**src/rtl/fbad_pkg.sv**
```systemverilog
`timescale 1ns / 1ps
// ----------------------------------------------------------------------------
// fbad_pkg
// Shared types and constants of the flow burst anomaly detector.
// ----------------------------------------------------------------------------
package fbad_pkg;

	localparam int SLOTS_DEF = 256;
	localparam int DEPTH_DEF = 16;

	localparam int RATE_W  = 48;
	localparam int MULT_W  = 16;
	localparam int SEV_W   = 17;
	localparam int KEY_W   = 104;
	localparam int CFG_IDX_W = 2;

	localparam logic [CFG_IDX_W-1:0] CFG_BURST_THR = 2'd0;
	localparam logic [CFG_IDX_W-1:0] CFG_SUSP_THR  = 2'd1;
	localparam logic [CFG_IDX_W-1:0] CFG_MULT      = 2'd2;

	localparam logic [MULT_W-1:0] MULT_RESET = 16'd512;
	localparam logic [MULT_W-1:0] MULT_SUSP  = 16'd512;
	localparam logic [MULT_W-1:0] MULT_HIGH  = 16'd384;
	localparam logic [MULT_W-1:0] MULT_ONE   = 16'd256;
	localparam logic [SEV_W-1:0]  SEV_FULL   = 17'd65536;
	localparam int SEV_STEPS = 16;

	typedef enum logic [1:0] {
		KIND_BURST = 2'd0,
		KIND_SUSP  = 2'd1,
		KIND_HIGH  = 2'd2
	} kind_t;

	typedef enum logic [3:0] {
		OP_NONE,
		OP_LOAD,
		OP_SCAN,
		OP_RESOLVE,
		OP_META,
		OP_APPEND,
		OP_SUM,
		OP_AVG,
		OP_MUL,
		OP_SEV_INIT,
		OP_SEV_CHK,
		OP_SEV_DIV,
		OP_EMIT
	} op_t;

	typedef enum logic [3:0] {
		ST_IDLE,
		ST_SCAN,
		ST_RESOLVE,
		ST_META,
		ST_APPEND,
		ST_BRANCH,
		ST_SUM,
		ST_AVG,
		ST_MUL,
		ST_CMP,
		ST_SEV_INIT,
		ST_SEV_CHK,
		ST_SEV_DIV,
		ST_EMIT
	} state_t;

	typedef struct packed {
		op_t   op;
		kind_t kind;
	} cmd_t;

	typedef struct packed {
		logic scan_done;
		logic burst_go;
		logic sum_done;
		logic div_done;
		logic burst_hit;
		logic susp_hit;
		logic high_hit;
		logic sev_done;
	} status_t;

endpackage

```
**src/rtl/fbad_ctrl.sv**
```systemverilog
`timescale 1ns / 1ps
// ----------------------------------------------------------------------------
// fbad_ctrl
// Sequencer: walks one word through lookup, history, checks and results.
// ----------------------------------------------------------------------------
module fbad_ctrl import fbad_pkg::*; (
	input  logic    clk,
	input  logic    arst_n,
	input  logic    start,
	input  logic    func,
	input  status_t stat,
	output cmd_t    cmd,
	output logic    busy
);

	state_t state_q, state_d;
	kind_t  kind_q, kind_d;

	always_ff @(posedge clk or negedge arst_n) begin
		if (!arst_n) begin
			state_q <= ST_IDLE;
			kind_q  <= KIND_BURST;
		end else begin
			state_q <= state_d;
			kind_q  <= kind_d;
		end
	end

	always_comb begin
		state_d  = state_q;
		kind_d   = kind_q;
		cmd.op   = OP_NONE;
		cmd.kind = kind_q;
		busy     = 1'b1;
		case (state_q)
			ST_IDLE: begin
				busy = 1'b0;
				if (start) begin
					cmd.op = OP_LOAD;
					if (!func) state_d = ST_SCAN;
				end
			end
			ST_SCAN: begin
				cmd.op = OP_SCAN;
				if (stat.scan_done) state_d = ST_RESOLVE;
			end
			ST_RESOLVE: begin
				cmd.op  = OP_RESOLVE;
				state_d = ST_META;
			end
			ST_META: begin
				cmd.op  = OP_META;
				state_d = ST_APPEND;
			end
			ST_APPEND: begin
				cmd.op  = OP_APPEND;
				state_d = ST_BRANCH;
			end
			ST_BRANCH: begin
				if (stat.burst_go) begin
					state_d = ST_SUM;
				end else if (stat.susp_hit) begin
					kind_d  = KIND_SUSP;
					state_d = ST_SEV_INIT;
				end else begin
					state_d = ST_IDLE;
				end
			end
			ST_SUM: begin
				cmd.op = OP_SUM;
				if (stat.sum_done) state_d = ST_AVG;
			end
			ST_AVG: begin
				cmd.op = OP_AVG;
				if (stat.div_done) state_d = ST_MUL;
			end
			ST_MUL: begin
				cmd.op  = OP_MUL;
				state_d = ST_CMP;
			end
			ST_CMP: begin
				if (stat.burst_hit) begin
					kind_d  = KIND_BURST;
					state_d = ST_SEV_INIT;
				end else if (stat.susp_hit) begin
					kind_d  = KIND_SUSP;
					state_d = ST_SEV_INIT;
				end else begin
					state_d = ST_IDLE;
				end
			end
			ST_SEV_INIT: begin
				cmd.op  = OP_SEV_INIT;
				state_d = ST_SEV_CHK;
			end
			ST_SEV_CHK: begin
				cmd.op  = OP_SEV_CHK;
				state_d = ST_SEV_DIV;
			end
			ST_SEV_DIV: begin
				cmd.op = OP_SEV_DIV;
				if (stat.sev_done) state_d = ST_EMIT;
			end
			ST_EMIT: begin
				cmd.op = OP_EMIT;
				case (kind_q)
					KIND_BURST: begin
						if (stat.susp_hit) begin
							kind_d  = KIND_SUSP;
							state_d = ST_SEV_INIT;
						end else begin
							state_d = ST_IDLE;
						end
					end
					KIND_SUSP: begin
						if (stat.high_hit) begin
							kind_d  = KIND_HIGH;
							state_d = ST_SEV_INIT;
						end else begin
							state_d = ST_IDLE;
						end
					end
					default: state_d = ST_IDLE;
				endcase
			end
			default: state_d = ST_IDLE;
		endcase
	end

endmodule

```
**config.mk**
```make
export PLATFORM = sky130hd
export DESIGN_NAME = fbad_ctrl
export DESIGN_NICKNAME = d
export VERILOG_FILES = /design/src/rtl/fbad_pkg.sv /design/src/rtl/fbad_ctrl.sv
export SDC_FILE = /design/constraint.sdc
export NUM_CORES = 1
export LEC_CHECK = 0
export ABC_CLOCK_PERIOD_IN_PS = 1500
export BUFFER_PORTS_ARGS = -buffer_cell sky130_fd_sc_hd__buf_2
export CAP_MARGIN = 0
export CORE_UTILIZATION = 43
export CTS_CLUSTER_SIZE = 25
export DETAILED_ROUTE_END_ITERATION = 8
export GPL_ROUTABILITY_DRIVEN = 0
export HOLD_SLACK_MARGIN = 0.15
export PLACE_DENSITY = 0.77
export SKIP_CTS_REPAIR_TIMING = 1
export SKIP_LAST_GASP = 1
export SLEW_MARGIN = 0
export SYNTH_ARGS = -nofsm -noshare
export SYNTH_HDL_FRONTEND = slang
export SYNTH_SLANG_ARGS = --single-unit
export TNS_END_PERCENT = 50
```
**constraint.sdc**
```tcl
create_clock -name clk -period 1.5 [get_ports clk]
set_input_delay 0.075 -clock clk [delete_from_list [all_inputs] [get_ports clk]]
set_output_delay 0.075 -clock clk [all_outputs]
set_load 0.1 [all_outputs]
```
* Word-level counts from Yosys, hierarchy flattened
Cells that the tools add are included.
** Operators by class
- Equal/unequal tests :: 23
- Muxes and demuxes :: 21
- Reduce and logical (&&, ||, !) cells :: 5
** Operators with widths (count)
- one-hot mux 4 bit (14 select lines) :: 1
- one-hot mux 4 bit (12 select lines) :: 1
- 2-to-1 mux 4 bit :: 10
- equality test 4 bit (second input constant) :: 6
- equality test 4 x 3 -> 1 bit (second input constant) :: 4
- != test 2 bit (second input constant) :: 7
- equality test 4 x 2 -> 1 bit (second input constant) :: 2
- 2-to-1 mux 2 bit :: 4
- one-hot mux 4 bit (2 select lines) :: 1
- one-hot mux 2 bit (3 select lines) :: 1
- AND reduction 6 bit :: 1
- equality test 4 x 1 -> 1 bit (second input constant) :: 1
- zero test 4 bit :: 1
- one-hot mux 2 bit (2 select lines) :: 1
- AND reduction 4 bit :: 1
- != test 3 x 2 -> 1 bit (second input constant) :: 1
- != test 3 bit (second input constant) :: 1
- nonzero test 3 bit :: 1
- equality test 2 x 1 -> 1 bit (second input constant) :: 1
- zero test 2 bit :: 1
- 2-to-1 mux 1 bit :: 2
** Storage, ports and cells
- Word-level logic and storage cells :: 51
- Register bits after elaboration :: 6
- Input port bits :: 12

* Longest topological paths before layout
- Depth after elaboration :: 3
- Mapped depth :: 7

* Worst setup path after synthesis
OpenSTA, ideal clock, no wires.
- Path kind :: reg2out
- From :: register state_q[2]
- To :: output cmd[4] (netlist name)
- Path buffers :: 2
- Data arrival time :: 2.957 ns
- Setup slack :: -1.532 ns
- Stages on the path, launching flop included :: 5
- Cell sequence :: dfrtp_1 -> buf_2 -> buf_2 -> a21boi_0 -> o21ai_0
** RTL lines
- start: declaration :: RTL line fbad_ctrl.sv:16 : state_t state_q, state_d;
- start signal: assignment :: RTL line fbad_ctrl.sv:24 : state_q <= state_d;
- end: declaration :: RTL line fbad_ctrl.sv:12 : output cmd_t cmd,

==> impl_results.md <==
* First-pass GRT wire length at 2.56 mm
* Clk root buf: clkbuf_4
* Diodes inserted at 0
* Final Routed Wirelength at just over 2 mm
* Fin crit share at 106%
* Clock Skew at 0.00541 ns
* Max-slew headroom at between 60% and 70%
* CTS buffer count at 3
* RSZ-0062 raised after global routing: yes
* Clock buffer depth at 2
* Die H at between 30 and 40 microns
* Largest net degree at the start of global routing at 23
* Global Route Usage Sum at 25.1%
* Commonest cells after routing, fill and taps aside: buf_2, nor2_1, buf_4
* Initial antenna violation count at 0
* Worst Max-Slew Pin Slew at 0.490 ns
* Clk Latency, worst-skew pair at about 0.25 ns
* CORE AREA at ~1300 sq um
* Vias in the first global route at 580
* Top post-synthesis cells by area: dfrtp_1, o21ai_0, nor2_1, a21oi_1, buf_2
* Crit Reg-Reg Endpoint: state_q[0]
* Startpoint Class: flip-flop
* H-tree Lvls at 1
* Sink Count at 6
* Placed Area at 873 sq um
* Drt pass-1 iters at 4
* Max Slew Vio Count at 0
* Row cnt at 13
* Nets at 128
* Fin crit period at 1.60 ns
* Most common cell after layout, fill and taps aside: buf_2
* Layout cells sized above 1 at 45.2%
* Final WS setup at -0.0953 ns
* Max FO, Critical Path at 6
* Seq cells post-synth at 6
* Failing checks: negative setup slack
* Seq/Total Area, Yosys at 25.2%
* Predominant post-synthesis flop cell: dfrtp_1
* CP arrival at ~1.5 ns
* Syn Nets at 95
* Crit path capture: cmd[2]
* DRC viols at 0
* Post-synth EDFFs at 0
* R2R Path Start: state_q[3]
* Initial Utilization at between 40 and 50%
* MaxCap Viol Count at 0
* Yosys synthesis warning count at 0
* Ys async rst share at 100%
* Syn Area/Cell at 7.19 sq um
* Final Hold Fails at 0
* GR Util met3 at 1.70%
* Critical Path RT at 1.42 ns
* Synth unique cells at 34
* Setup crit start: state_q[0]
* Die ar. at 1540 sq um
* Die width at 39.3 microns
* WL/cell at 15.5 microns
* HP Class: in -> reg
* Syn Inst Count at 83
* Detailed Route Iter0 Violations at 44
* Share of the synthesized area in the top cell type at 25.2%
* Gr ovfl total at 0
* Met1 Usage GRT at 34.1%
* I/O Buffers at 18
* Top Ports at 19
* Final setup viols at 6
* CTS tree: yes
* Dpl ws at slightly above 0.003 ns
* Vias post-DR at 782
* Hpwl dp at 1.28 mm
* Flop2flop setup slack at -0.05 ns
* Synth area leader: dfrtp_1
* Critical path type: reg -> out
* CP endpoint kind: output port
* Fmax at 627 MHz
* Status: finished, violations left
* Final ANT Viol Nets at 0
* Via density at between 6 and 7
* Mapped Area at a little under 600 sq um
* Top Usage Layer GRT: met2
* Met2 usage at 39.6%
* Area grow syn2layout at 66.0%
* Cell area after layout at 991 sq um
* Clock-pin slew on the worst setup and hold paths at 0.05 ns
* Reg2reg path depth at 5
==> synthesized netlist by cell type (2+ instances only) <==
library cell and count:
o31ai_1 2, o21a_1 2, dfrtp_1 6, o21ai_0 10, o22ai_1 2, buf_2 5
a21oi_1 6, nor2_1 11, nand2b_1 4, a31oi_1 2, inv_1 4, nor3_1 2
nand2_1 6
==> how the worst min path moves through the flow <==
| stage | depth (start not counted) | to | from | slack, ns |
|---|---|---|---|---|
| after floorplan | 0 | kind_q[0] | arst_n | -0.22 |
| after global placement | 1 | state_q[1] | arst_n | -0.1 |
| after detailed placement | 1 | state_q[1] | arst_n | -0.1 |
| after CTS | 1 | kind_q[0] | arst_n | -0.36 |
| after global routing | 3 | kind_q[1] | stat[1] | 0.16 |
| final | 3 | kind_q[1] | stat[1] | 0.15 |
==> critical path, stage by stage, from the launching register on <==
cell and delay (ns):
dfrtp_2 0.45, buf_6 0.15, buf_4 0.13, a31oi_2 0.26, o22ai_4 0.11, buf_12 0.17
==> flip-flops by register name, summed over array words and instances (netlist names) <==
| name | cells |
|---|---|
| state_q | 4 |
| kind_q | 2 |
==> per-layer routing <==
metal  up-vias  share of wire [%]
met1       362                 41
met3         4                6.5
met5         -                  0
met2        41                 51
met4         0                1.6
li1        375                  -
==> stage by stage <==
stage	utilization [%]	hold WS [ns]	cells	setup TNS, ns
floorplan	-	-0.221	83	-0.441
global placement	67.1	-0.0978	121	0
detailed placement	67.1	-0.0955	121	0
CTS	69.1	-0.362	125	-0.581
global route	76.2	0.156	130	-0.779
finish	76.2	0.152	130	-0.332
==> layout make-up <==
| class | count | area, sq um |
|---|---|---|
| clock buffers | 4 | 26.3 |
| fillers | 100 | 310 |
| inverters | 4 | 17.5 |
| multi-input cells | 67 | 470 |
| flip-flops and latches | 6 | 155 |
| well taps | 15 | 18.8 |
| repair buffers | 34 | 303 |
==> logic make-up after synthesis <==
family | after synthesis | share of synthesized area, %
simple gates | 30 | 26.2
compound gates | 35 | 38.2
buf+inv | 10 | 7.34
mux | 1 | 1.68
xor+xnor | 1 | 1.47
flops | 6 | 25.2
Power is left out: the tool's default activity adds up to more than one toggle a clock period on the data nets, which glitch-free logic cannot reach.
